## config.mk

```make
export PLATFORM = sky130hd
export DESIGN_NAME = qea_rate
export DESIGN_NICKNAME = d
export VERILOG_FILES = /design/src/sv/qea_pkg.sv /design/src/sv/qea_rate.sv
export SDC_FILE = /design/constraint.sdc
export NUM_CORES = 1
export LEC_CHECK = 0
export BUFFER_PORTS_ARGS = -buffer_cell sky130_fd_sc_hd__buf_2
export CAP_MARGIN = 30
export CORE_MARGIN = 1.5
export CORE_UTILIZATION = 40
export CTS_CLUSTER_SIZE = 40
export DETAILED_ROUTE_END_ITERATION = 16
export PLACE_DENSITY_LB_ADDON = 0.05
export SLEW_MARGIN = 20
export SYNTH_ARGS = -nofsm -noshare
export SYNTH_HDL_FRONTEND = slang
export SYNTH_SLANG_ARGS = --single-unit
```

## constraint.sdc

```tcl
create_clock -name clk -period 1.72 [get_ports clk]
set_input_delay 0.344 -clock clk [delete_from_list [all_inputs] [get_ports clk]]
set_output_delay 0.344 -clock clk [all_outputs]
set_load 0.01 [all_outputs]
```

## src/sv/qea_pkg.sv

```systemverilog
`default_nettype none

package qea_pkg;

    typedef enum logic [0:0] {
        OP_SAMPLE  = 1'b0,
        OP_CONSUME = 1'b1
    } op_t;

    typedef enum logic [1:0] {
        DIR_NONE = 2'd0,
        DIR_UP   = 2'd1,
        DIR_DOWN = 2'd2
    } dir_t;

    // Control that travels with an item from stage to stage
    typedef struct packed {
        logic valid;
        op_t  op;
        dir_t dir;
    } stage_ctrl_t;

    localparam int CFG_INDEX_W = 3;
    localparam int CFG_DATA_W  = 17;
    localparam int RATE_W      = 10;
    localparam int STEP_MAG_W  = 17;
    localparam int STEP_W      = 18;
    localparam int DELTA_W     = 32;
    localparam int TIME_W      = 32;
    localparam int DT_W        = 16;

    localparam logic [CFG_INDEX_W-1:0] CFG_FAST_RATE   = 3'd0;
    localparam logic [CFG_INDEX_W-1:0] CFG_MEDIUM_RATE = 3'd1;
    localparam logic [CFG_INDEX_W-1:0] CFG_SLOW_STEP   = 3'd2;
    localparam logic [CFG_INDEX_W-1:0] CFG_MEDIUM_STEP = 3'd3;
    localparam logic [CFG_INDEX_W-1:0] CFG_FAST_STEP   = 3'd4;

    localparam logic [RATE_W-1:0]     FAST_RATE_RESET   = 10'd20;
    localparam logic [RATE_W-1:0]     MEDIUM_RATE_RESET = 10'd8;
    localparam logic [STEP_MAG_W-1:0] SLOW_STEP_RESET   = 17'd100;
    localparam logic [STEP_MAG_W-1:0] MEDIUM_STEP_RESET = 17'd500;
    localparam logic [STEP_MAG_W-1:0] FAST_STEP_RESET   = 17'd1000;

    localparam logic [1:0] PINS_RESET = 2'b11;

    // Transition table indexed by {previous A, previous B, new A, new B}
    function automatic dir_t dir_lookup(input logic [3:0] trans);
        dir_t d;
        case (trans)
            4'd1, 4'd7, 4'd8, 4'd14:  d = DIR_DOWN;
            4'd2, 4'd4, 4'd11, 4'd13: d = DIR_UP;
            default:                  d = DIR_NONE;
        endcase
        return d;
    endfunction

endpackage

`default_nettype wire

```

## src/sv/qea_rate.sv

```systemverilog
`default_nettype none

module qea_rate #(
    parameter int INTERVAL_FRAC_BITS = 8
) (
    input  wire logic                                clk,
    input  wire logic                                rst_n,
    input  wire logic                                en,
    input  wire qea_pkg::stage_ctrl_t                ctrl_in,
    input  wire logic [16+INTERVAL_FRAC_BITS-1:0]    avg,
    input  wire logic [qea_pkg::RATE_W-1:0]          fast_rate_threshold,
    input  wire logic [qea_pkg::RATE_W-1:0]          medium_rate_threshold,
    output qea_pkg::stage_ctrl_t                     ctrl_out,
    output logic                                     fast_above,
    output logic                                     medium_above
);

    localparam int AW = 16 + INTERVAL_FRAC_BITS;
    localparam int PW = AW + qea_pkg::RATE_W;

    logic [PW-1:0]        lhs;
    logic [PW-1:0]        fast_prod, medium_prod;
    qea_pkg::stage_ctrl_t ctrl_reg;
    logic                 fast_reg, fast_next;
    logic                 medium_reg, medium_next;

    // rate above T  <=>  (1000 << frac) > T * average
    always_comb
    begin
        lhs         = PW'(1000) << INTERVAL_FRAC_BITS;
        fast_prod   = PW'(fast_rate_threshold) * PW'(avg);
        medium_prod = PW'(medium_rate_threshold) * PW'(avg);
        fast_next   = lhs > fast_prod;
        medium_next = lhs > medium_prod;
    end

    always_ff @(posedge clk or negedge rst_n)
    begin
        if (!rst_n)
            ctrl_reg <= '0;
        else if (en)
            ctrl_reg <= ctrl_in;
    end

    always_ff @(posedge clk)
    begin
        if (en)
        begin
            fast_reg   <= fast_next;
            medium_reg <= medium_next;
        end
    end

    assign ctrl_out     = ctrl_reg;
    assign fast_above   = fast_reg;
    assign medium_above = medium_reg;

endmodule

`default_nettype wire

```

==> metrics.csv <==
metric;value;unit
outcome;finished, violations left;
failing checks;negative setup slack;
Worst-Skew Late Latency;230;ps
Max-Cap Viols;0;
Clk Tree Root Cell;clkbuf_16;
die height;202.2;um
total negative slack;-7469;ps
Yosys warning total;0;
Critical Path Source Type;input port;
CP Capture Type;flip-flop;
Post-Synthesis Cells;1857;
DR iter-0 viols;537;
worst-path cell chain;buf_12 > buf_4 > and2_4 > fa_1 > fa_1 > fa_1 > fa_1 > inv_1 > fa_1 > inv_1 > ha_4 > a21o_1 > a211oi_4 > o2111ai_2 > a31o_2 > and4_4 > a21oi_2 > mux2_4 > nand3_2 > nor4_4 > buf_4;
CP peak stage delay;540;ps
worst setup path end;fast_above$_DFFE_PP_;
vias in the first global route;14420;
Initial Util;40.77;%
asr flop ratio synth;66.67;%
die width;202.2;um
CP Class;input port to flip-flop;
Arr. time, crit path;5460;ps
critical path required time;1720;ps
# port buffers;56;
number of H-tree levels;1;
detailed-route DRC error count;0;
Area after DPL;0.01913;mm^2
setup slack, reg-to-reg;980;ps
critical path peak fanout;19;
DRT antenna net count;0;
CP top delay family;adder cells;
Final WS setup;-3735;ps
final slew viol count;0;
share of layout cells above drive strength 1;24.74;%
largest net degree at the start of global routing;21;
CTS clock-pin slew for the worst setup and hold paths;50;ps
Avg WL per Cell;15.25;um
total CTS buffers;3;
Vias;13160;
DP Wirelength;34970;um
number of synthesized flops with an enable pin;2;
Worst path most repeated cell;fa_1;
post-synth top area share;43.91;%
gr usage total;21.19;%
worst slew pin tran;565.9;ps
Final Cycle Share;317.1;%
gr ovfl total;0;
register area share after synthesis;1.009;%
final WL;40590;um
Hold Path Class;input port to flip-flop;
final hold violation count;0;
top-count cell post-synth;inv_1;
global-route wire length before repair;71640;um
largest area contributor in the netlist;fa_1;
syn_area_per_cell;8.544;um^2
library cells used by synthesis;88;
RSZ-0062 raised after global routing;yes;
TritonCTS clock tree;yes;
setup skew after layout;0;ps
final setup fails;2;
syn_nets;2394;
WP buf/inv;5;
tightest slew margin relative to the limit;61.30;%
TritonRoute pass-1 iters;5;
minimum clock period;5455;ps
core area;0.03892;mm^2
GP Congestion;0.8215;
Slowest-stage cell, CP;fa_1;
# rows;72;
# clock sinks;6;
Clock Tree Buf Depth;2;
Synth Cell Area;0.01587;mm^2
IO Pins;57;
critical path depth;21;
Top FF cell, synth;dfrtp_1;
synth-to-layout area growth;27.07;%
synth top area cells;fa_1 44%, ha_1 11%, and2_1 9.7%;
initial antenna violation count;0;
fmax;183.3;MHz
Synth Register Bits;6;
Worst R2R Start;ctrl_out[3]$_DFFE_PN0P_;
Crit. Startpoint;avg[12];
Vias/cell;4.947;
RR Endpoint;ctrl_out[3]$_DFFE_PN0P_;
Final nets;2680;
Commonest cells post-synth;351 x inv_1, 348 x fa_1, 279 x nand2_1;
FF-to-FF path depth;1;
final instance area;0.02016;mm^2
full die area;0.04087;mm^2
final cells by class:
cell class | instances | area (um^2)
sequential | 6 | 160.2
tap | 518 | 648.1
fill | 3834 | 18760
clock buffer | 4 | 78.83
timing repair buffer | 388 | 3371
inverter | 351 | 1320
multi-input combinational | 1393 | 14580
antenna | 1 | 2.502
cells by family (layout without fill, tap and decap cells):
kind of cell    after synthesis  after routing  share of synthesized area (%)
buf+inv                     458            743                          11.01
other cells                   0              1                              0
compound gates              226            226                          10.64
fa+ha+maj                   486            486                          54.79
mux                          11             11                         0.7491
xor+xnor                     14             14                         0.7728
simple gates                656            656                          21.03
flops                         6              6                          1.009
cell usage in the layout, fill, tap and decap left out, types with 8 or more instances in the layout:
master and n:
a21o_1 28, a21oi_1 42, a21oi_2 20, a31oi_1 12, and2_1 233, and2_4 15
and3_1 10, buf_12 28, buf_2 16, buf_4 314, buf_6 22, fa_1 340
fa_2 8, ha_1 120, ha_4 18, inv_1 347, nand2_1 274, nand3_1 14
nand4_1 18, nor2_1 33, nor3_1 12, o211ai_1 11, o21ai_0 17, o21ai_1 8
xor2_1 8
sequential cells by signal, indices dropped and copies added (netlist names):
name and cells:
ctrl_out 4, fast_above 1, medium_above 1
layer usage:
layer  vias to the layer above  GRT usage [%]  routed length, um  part of all wire [%]
li1                       6298              -                  -                     -
met3                        16          1.145               1192                   2.9
met1                      6678          30.40              19570                    48
met4                         0          1.534                291                  0.72
met5                         -              0                  0                     0
met2                       171          36.87              19530                    48
how the worst min path moves through the flow:
| stage | start | end | slack, ps | depth (start not counted) |
|---|---|---|---|---|
| final | ctrl_in[3] | ctrl_out[3]$_DFFE_PN0P_ | 330 | 2 |
| after CTS | ctrl_in[3] | ctrl_out[3]$_DFFE_PN0P_ | 330 | 2 |
| after floorplan | rst_n | ctrl_out[0]$_DFFE_PN0P_ | 50 | 0 |
| after global routing | ctrl_in[3] | ctrl_out[3]$_DFFE_PN0P_ | 340 | 2 |
| after global placement | rst_n | ctrl_out[3]$_DFFE_PN0P_ | 150 | 1 |
| after detailed placement | rst_n | ctrl_out[3]$_DFFE_PN0P_ | 160 | 1 |
repair_timing:
item,CTS,global route
resized for setup,144,35
cloned,1,0
buffers inserted,19,3
hold buffers,1,0
endpoints found under the setup margin,2,2
endpoints found under the hold margin,4,0
pin swaps,78,36
per-stage QoR:
stage / hold WS [ps] / std cells / worst slack (ps) / utilization, %
floorplan: 48.41 / 1857 / -3578 / -
global placement: 153.5 / 2632 / -4312 / 49.15
detailed placement: 156.2 / 2632 / -4377 / 49.15
CTS: 327.7 / 2657 / -3776 / 51.28
global route: 338.6 / 2660 / -3981 / 51.80
finish: 333.7 / 2661 / -3735 / 51.81
Power is left out: the tool's default activity adds up to more than one toggle a clock period on the data nets, which glitch-free logic cannot reach.
