`config.mk`:
```
export PLATFORM = sky130hd
export DESIGN_NAME = qea_accum_flat
export DESIGN_NICKNAME = d
export VERILOG_FILES = /design/src/sv/qea_pkg.sv /design/src/sv/qea_result_if.sv /design/src/sv/qea_accum.sv /design/src/flat_wrapper.sv
export SDC_FILE = /design/constraint.sdc
export NUM_CORES = 1
export LEC_CHECK = 0
export ABC_AREA = 0
export BUFFER_PORTS_ARGS = -buffer_cell sky130_fd_sc_hd__buf_2
export CAP_MARGIN = 20
export CORE_UTILIZATION = 35
export DETAILED_ROUTE_END_ITERATION = 16
export PLACE_DENSITY = 0.56
export SLEW_MARGIN = 25
export SYNTH_ARGS = -nofsm -noshare
export SYNTH_HDL_FRONTEND = slang
export SYNTH_SLANG_ARGS = --single-unit
```
`constraint.sdc`:
```
create_clock -name clk -period 8.4 [get_ports clk]
set_input_delay 0.84 -clock clk [delete_from_list [all_inputs] [get_ports clk]]
set_output_delay 0.84 -clock clk [all_outputs]
set_load 0.02 [all_outputs]
```
`src/sv/qea_pkg.sv`:
```
`default_nettype none

package qea_pkg;

    typedef enum logic [0:0] {
        OP_SAMPLE  = 1'b0,
        OP_CONSUME = 1'b1
    } op_t;

    typedef enum logic [1:0] {
        DIR_NONE = 2'd0,
        DIR_UP   = 2'd1,
        DIR_DOWN = 2'd2
    } dir_t;

    // Control that travels with an item from stage to stage
    typedef struct packed {
        logic valid;
        op_t  op;
        dir_t dir;
    } stage_ctrl_t;

    localparam int CFG_INDEX_W = 3;
    localparam int CFG_DATA_W  = 17;
    localparam int RATE_W      = 10;
    localparam int STEP_MAG_W  = 17;
    localparam int STEP_W      = 18;
    localparam int DELTA_W     = 32;
    localparam int TIME_W      = 32;
    localparam int DT_W        = 16;

    localparam logic [CFG_INDEX_W-1:0] CFG_FAST_RATE   = 3'd0;
    localparam logic [CFG_INDEX_W-1:0] CFG_MEDIUM_RATE = 3'd1;
    localparam logic [CFG_INDEX_W-1:0] CFG_SLOW_STEP   = 3'd2;
    localparam logic [CFG_INDEX_W-1:0] CFG_MEDIUM_STEP = 3'd3;
    localparam logic [CFG_INDEX_W-1:0] CFG_FAST_STEP   = 3'd4;

    localparam logic [RATE_W-1:0]     FAST_RATE_RESET   = 10'd20;
    localparam logic [RATE_W-1:0]     MEDIUM_RATE_RESET = 10'd8;
    localparam logic [STEP_MAG_W-1:0] SLOW_STEP_RESET   = 17'd100;
    localparam logic [STEP_MAG_W-1:0] MEDIUM_STEP_RESET = 17'd500;
    localparam logic [STEP_MAG_W-1:0] FAST_STEP_RESET   = 17'd1000;

    localparam logic [1:0] PINS_RESET = 2'b11;

    // Transition table indexed by {previous A, previous B, new A, new B}
    function automatic dir_t dir_lookup(input logic [3:0] trans);
        dir_t d;
        case (trans)
            4'd1, 4'd7, 4'd8, 4'd14:  d = DIR_DOWN;
            4'd2, 4'd4, 4'd11, 4'd13: d = DIR_UP;
            default:                  d = DIR_NONE;
        endcase
        return d;
    endfunction

endpackage

`default_nettype wire

```
`src/sv/qea_result_if.sv`:
```
`default_nettype none

interface qea_result_if;
    logic               valid;
    logic               ready;
    logic signed [17:0] step_mg;
    logic signed [31:0] delta_mg;

    modport source (output valid, step_mg, delta_mg, input ready);
    modport sink   (input valid, step_mg, delta_mg, output ready);
endinterface

`default_nettype wire

```
`src/sv/qea_accum.sv`:
```
`default_nettype none

module qea_accum (
    input  wire logic                                clk,
    input  wire logic                                rst_n,
    input  wire logic                                en,
    input  wire qea_pkg::stage_ctrl_t                ctrl,
    input  wire logic                                fast_above,
    input  wire logic                                medium_above,
    input  wire logic [qea_pkg::STEP_MAG_W-1:0]      slow_step_mg,
    input  wire logic [qea_pkg::STEP_MAG_W-1:0]      medium_step_mg,
    input  wire logic [qea_pkg::STEP_MAG_W-1:0]      fast_step_mg,
    qea_result_if.source                             result_out
);

    logic                                 valid_reg;
    logic signed [qea_pkg::STEP_W-1:0]    step_reg, step_next;
    logic signed [qea_pkg::DELTA_W-1:0]   delta_reg, delta_next;
    logic signed [qea_pkg::DELTA_W-1:0]   acc_reg, acc_next;

    logic [qea_pkg::STEP_MAG_W-1:0]       mag;
    logic signed [qea_pkg::STEP_W-1:0]    mag_s;
    logic signed [qea_pkg::DELTA_W:0]     sum;

    always_comb
    begin
        if (fast_above)
            mag = fast_step_mg;
        else if (medium_above)
            mag = medium_step_mg;
        else
            mag = slow_step_mg;
        mag_s = $signed({1'b0, mag});

        case (ctrl.dir)
            qea_pkg::DIR_UP:   step_next = mag_s;
            qea_pkg::DIR_DOWN: step_next = -mag_s;
            default:           step_next = '0;
        endcase

        sum = (qea_pkg::DELTA_W+1)'(acc_reg) + (qea_pkg::DELTA_W+1)'(step_next);

        delta_next = '0;
        acc_next   = acc_reg;
        if (ctrl.valid)
        begin
            if (ctrl.op == qea_pkg::OP_CONSUME)
            begin
                delta_next = acc_reg;
                acc_next   = '0;
                step_next  = '0;
            end
            else if (sum[qea_pkg::DELTA_W] != sum[qea_pkg::DELTA_W-1])
                // saturate toward the sign of the true sum
                acc_next = sum[qea_pkg::DELTA_W] ? {1'b1, {(qea_pkg::DELTA_W-1){1'b0}}}
                                                 : {1'b0, {(qea_pkg::DELTA_W-1){1'b1}}};
            else
                acc_next = sum[qea_pkg::DELTA_W-1:0];
        end
    end

    always_ff @(posedge clk or negedge rst_n)
    begin
        if (!rst_n)
        begin
            valid_reg <= 1'b0;
            acc_reg   <= '0;
        end
        else if (en)
        begin
            valid_reg <= ctrl.valid;
            acc_reg   <= acc_next;
        end
    end

    always_ff @(posedge clk)
    begin
        if (en)
        begin
            step_reg  <= step_next;
            delta_reg <= delta_next;
        end
    end

    assign result_out.valid    = valid_reg;
    assign result_out.step_mg  = step_reg;
    assign result_out.delta_mg = delta_reg;

    assert property (@(posedge clk) disable iff (!rst_n)
        valid_reg |-> (step_reg == '0 || delta_reg == '0))
        else $error("result carries both a step and a delta");

    assert property (@(posedge clk) disable iff (!rst_n)
        (en && ctrl.valid && ctrl.op == qea_pkg::OP_CONSUME) |=> (acc_reg == '0))
        else $error("accumulator not cleared by consume");

endmodule

`default_nettype wire

```
`src/flat_wrapper.sv`:
```
// flat-port wrapper written by rule: the top's interface ports become plain ports
module qea_accum_flat 
  (clk, rst_n, en, ctrl, fast_above, medium_above, slow_step_mg, medium_step_mg, fast_step_mg, result_out_valid, result_out_step_mg, result_out_delta_mg, result_out_ready);
  qea_result_if result_out_i ();
  input  wire logic clk;
  input  wire logic rst_n;
  input  wire logic en;
  input  wire qea_pkg::stage_ctrl_t ctrl;
  input  wire logic fast_above;
  input  wire logic medium_above;
  input  wire logic [qea_pkg::STEP_MAG_W-1:0] slow_step_mg;
  input  wire logic [qea_pkg::STEP_MAG_W-1:0] medium_step_mg;
  input  wire logic [qea_pkg::STEP_MAG_W-1:0] fast_step_mg;
  output wire logic [$bits(result_out_i.valid)-1:0] result_out_valid;
  output wire logic [$bits(result_out_i.step_mg)-1:0] result_out_step_mg;
  output wire logic [$bits(result_out_i.delta_mg)-1:0] result_out_delta_mg;
  input wire logic [$bits(result_out_i.ready)-1:0] result_out_ready;
  assign result_out_valid = result_out_i.valid;
  assign result_out_step_mg = result_out_i.step_mg;
  assign result_out_delta_mg = result_out_i.delta_mg;
  assign result_out_i.ready = result_out_ready;
  qea_accum u_core (.clk(clk), .rst_n(rst_n), .en(en), .ctrl(ctrl), .fast_above(fast_above), .medium_above(medium_above), .slow_step_mg(slow_step_mg), .medium_step_mg(medium_step_mg), .fast_step_mg(fast_step_mg), .result_out(result_out_i));
endmodule
```
==> metrics.csv <==
metric;value;unit
status;finished clean;
post-synth net total;728;
largest net degree at the start of global routing;53;
CTS tree;built;
Skew-Pair Late Insertion Delay;0.35;ns
unrepaired setup endpoints after global routing;false;
Synth area leaders;edfxtp_1 (26%), dfrtp_1 (14%), ha_1 (7.7%);
Clock transition at path regs;0.06;ns
Pwr Total;1.46;mW
residual DRC count;0;
Synth Cell Area;5700;um^2
synth cell count leaders;nand2_1 (88), nor2_1 (64), edfxtp_1 (50);
worst-path maximum fanout;18;
max-slew violations;0;
met3 WL post-DR;495;um
drt via density;5.13;
I/O pin cnt;112;
Placed Cells;930;
top cell type's share of synthesized area;0.263;
RR Startpoint;u_core.acc_reg[0];
Core ar.;15900;um^2
Final Critical Period;5.98;ns
Post-synth ARST share;0.398;
fin nets;822;
Critical R2R Capture;u_core.acc_reg[12];
total congestion overflow;0;
Main synth FF type;edfxtp_1;
diode count;0;
initial antenna violation count;0;
DR WL/cell;14.9;um
final WL;14100;um
CP required;8.66;ns
Setup crit end;u_core.acc_reg[12];
mean post-synth cell area;9.04;um^2
Clk pwr share;0.310;
critical path class;in -> reg;
Layout fillers;1597;
Reg power frac;0.371;
Final Wtd Congestion;0.882;
clock root cell;clkbuf_16;
H-tree Lvls;3;
Site Rows;46;
Routed Antenna Nets;0;
Leak Pwr;3.10;nW
highest routing layer actually used;met4;
Place WS;2.06;ns
R2R Setup Slk;4.61;ns
Internal Dissipation;970;uW
Setup TNS Final;0;ns
first-pass GRT wire length;23300;um
Yosys top cell by area;edfxtp_1;
Post-CTS Resized;0;
Post-CTS Setup Bufs;0;
all-layer global routing usage;0.177;
Max Cap Violations;0;
Num Clock Sinks;83;
maximum clock path buffer count;2;
total CTS buffers;9;
CP Launch Type;input port;
CP startpoint;medium_above;
Arr. time, crit path;6.25;ns
synth warn;0;
setup ws final;2.42;ns
Post-DP HPWL;10200;um
Peak VDD IR;0.000108;V
Sw Ratio;0.334;
worst r2r path cells;13;
Fmax;0.167;GHz
Routed met2 length;6900;um
sw power;486;uW
port bufs;110;
Post-CTS Hold Fix Bufs;0;
max_slew headroom;0.449;
Synth Instances;631;
Comb pwr share;0.319;
Fin. Hold Viols;0;
vias in the first global route;4744;
Post-Layout Cell Count;946;
chip height;130;um
Power Dens Cells;215;nW/um^2
Die ar.;16800;um^2
share of layout cells above drive strength 1;0.196;
number of flops mapped to enable cells by yosys;50;
count of cell types in the netlist;62;
Clock Skews;0.00903;ns
DR iter-0 viols;193;
Die Wd;130;um
Seq/Total Area, Yosys;0.408;
worst hold start;u_core.acc_reg[2];
count leader, synth;nand2_1;
register bit total from synthesis;83;
Area growth syn-to-layout;18.5;%
DRT met1 WL;6480;um
routed via count;4851;
Hold/Removal Path Class;reg -> reg;
Tcrit/Tclk final;0.712;
Critical Path End Type;register;
Least-Margin Pin Slew;0.827;ns
DRT Pass-1 Iters;5;
Initial Util;0.359;
Setup-failing EPs final;0;
Hold WS;0.512;ns
[through the flow]
| step | util | area, um^2 |
|---|---|---|
| final | 0.425 | 6760 |
| after global routing | 0.425 | 6760 |
| after CTS | 0.425 | 6760 |
| after detailed placement | 0.404 | 6420 |
| after global placement | 0.404 | 6420 |
| after floorplan | - | 5700 |
[cell usage in the layout (no fill, tap or decap), drive strengths merged, types with 3 or more instances in the layout]
cell type,netlist,layout
nand3b,3,3
o21bai,4,4
xor2,13,13
nand3,7,7
nand2,88,88
xnor2,27,27
a31oi,7,7
bufinv,0,3
a211oi,6,6
and3,35,35
nor2,65,65
or3,3,3
clkinv,1,3
clkbuf,20,9
nor2b,16,16
nand2b,4,4
a21oi,39,39
buf,11,114
nor4,4,4
inv,13,14
nor3,13,13
a22oi,3,3
ha,35,35
dfrtp,33,33
a21o,13,13
mux2,3,3
mux2i,18,18
o21ai,58,58
o21a,5,5
o211ai,6,6
edfxtp,50,50
[worst max-delay path, cell delays in order]
cell and delay [ns]:
buf_2 0.39, mux2_1 0.36, mux2i_1 0.32, ha_1 0.27, nand2_1 0.08, nor2_1 0.28, and3_1 0.26, nand2_1 0.09
xnor2_1 0.15, a22oi_1 0.20, nor2_1 0.09, ha_1 0.40, nand2_1 0.08, a211oi_1 0.22, a22oi_1 0.19, o211ai_1 0.27
nor2b_1 0.33, a21o_1 0.25, xor2_2 0.58, buf_4 0.36, nor2_1 0.09, o21ai_1 0.13
[final cells by class]
cell class / count / area, um^2 / share of cell area
multi-input cells: 503 / 3190 / 0.472
flip-flops and latches: 83 / 2330 / 0.344
repair buffers: 114 / 581 / 0.0859
well taps: 216 / 270 / 0.0400
clock buffers: 9 / 225 / 0.0333
clock inverters: 7 / 115 / 0.0170
inverters: 14 / 52.6 / 0.00777
[power groups by stage]
stage	combinational (mW)	clock (mW)	sequential, mW
after global placement	0.455	0	0.547
after detailed placement	0.462	0	0.548
after floorplan	0.329	0	0.560
final	0.464	0.452	0.540
after global routing	0.521	0.478	0.548
after CTS	0.464	0.462	0.540
[layer usage]
layer / global-route usage / vias up
met3: 0.0351 / 15
met1: 0.221 / 2291
met2: 0.307 / 92
met5: 0 / -
li1: - / 2453
met4: 0.0588 / 0
[logic make-up after synthesis]
group                      count (synthesis)  share of synthesized area
and+or+nand+nor                          245                      0.204
buffers and inverters                     45                     0.0345
xor gates and xnor gates                  40                     0.0614
DFF                                       83                      0.408
AOI/OAI and AO/OA                        161                      0.174
muxes                                     21                     0.0382
adders and majority gates                 36                     0.0803
[worst min-delay path by stage]
stage / to / cells after the start
6_report: u_core.acc_reg[2] / 2
5_1_grt: u_core.acc_reg[2] / 2
4_1_cts: u_core.acc_reg[2] / 2
3_5_place_dp: u_core.acc_reg[2] / 2
3_3_place_gp: u_core.acc_reg[6] / 2
2_1_floorplan: u_core.acc_reg[2] / 2
(Power assumes the default switching activity.)
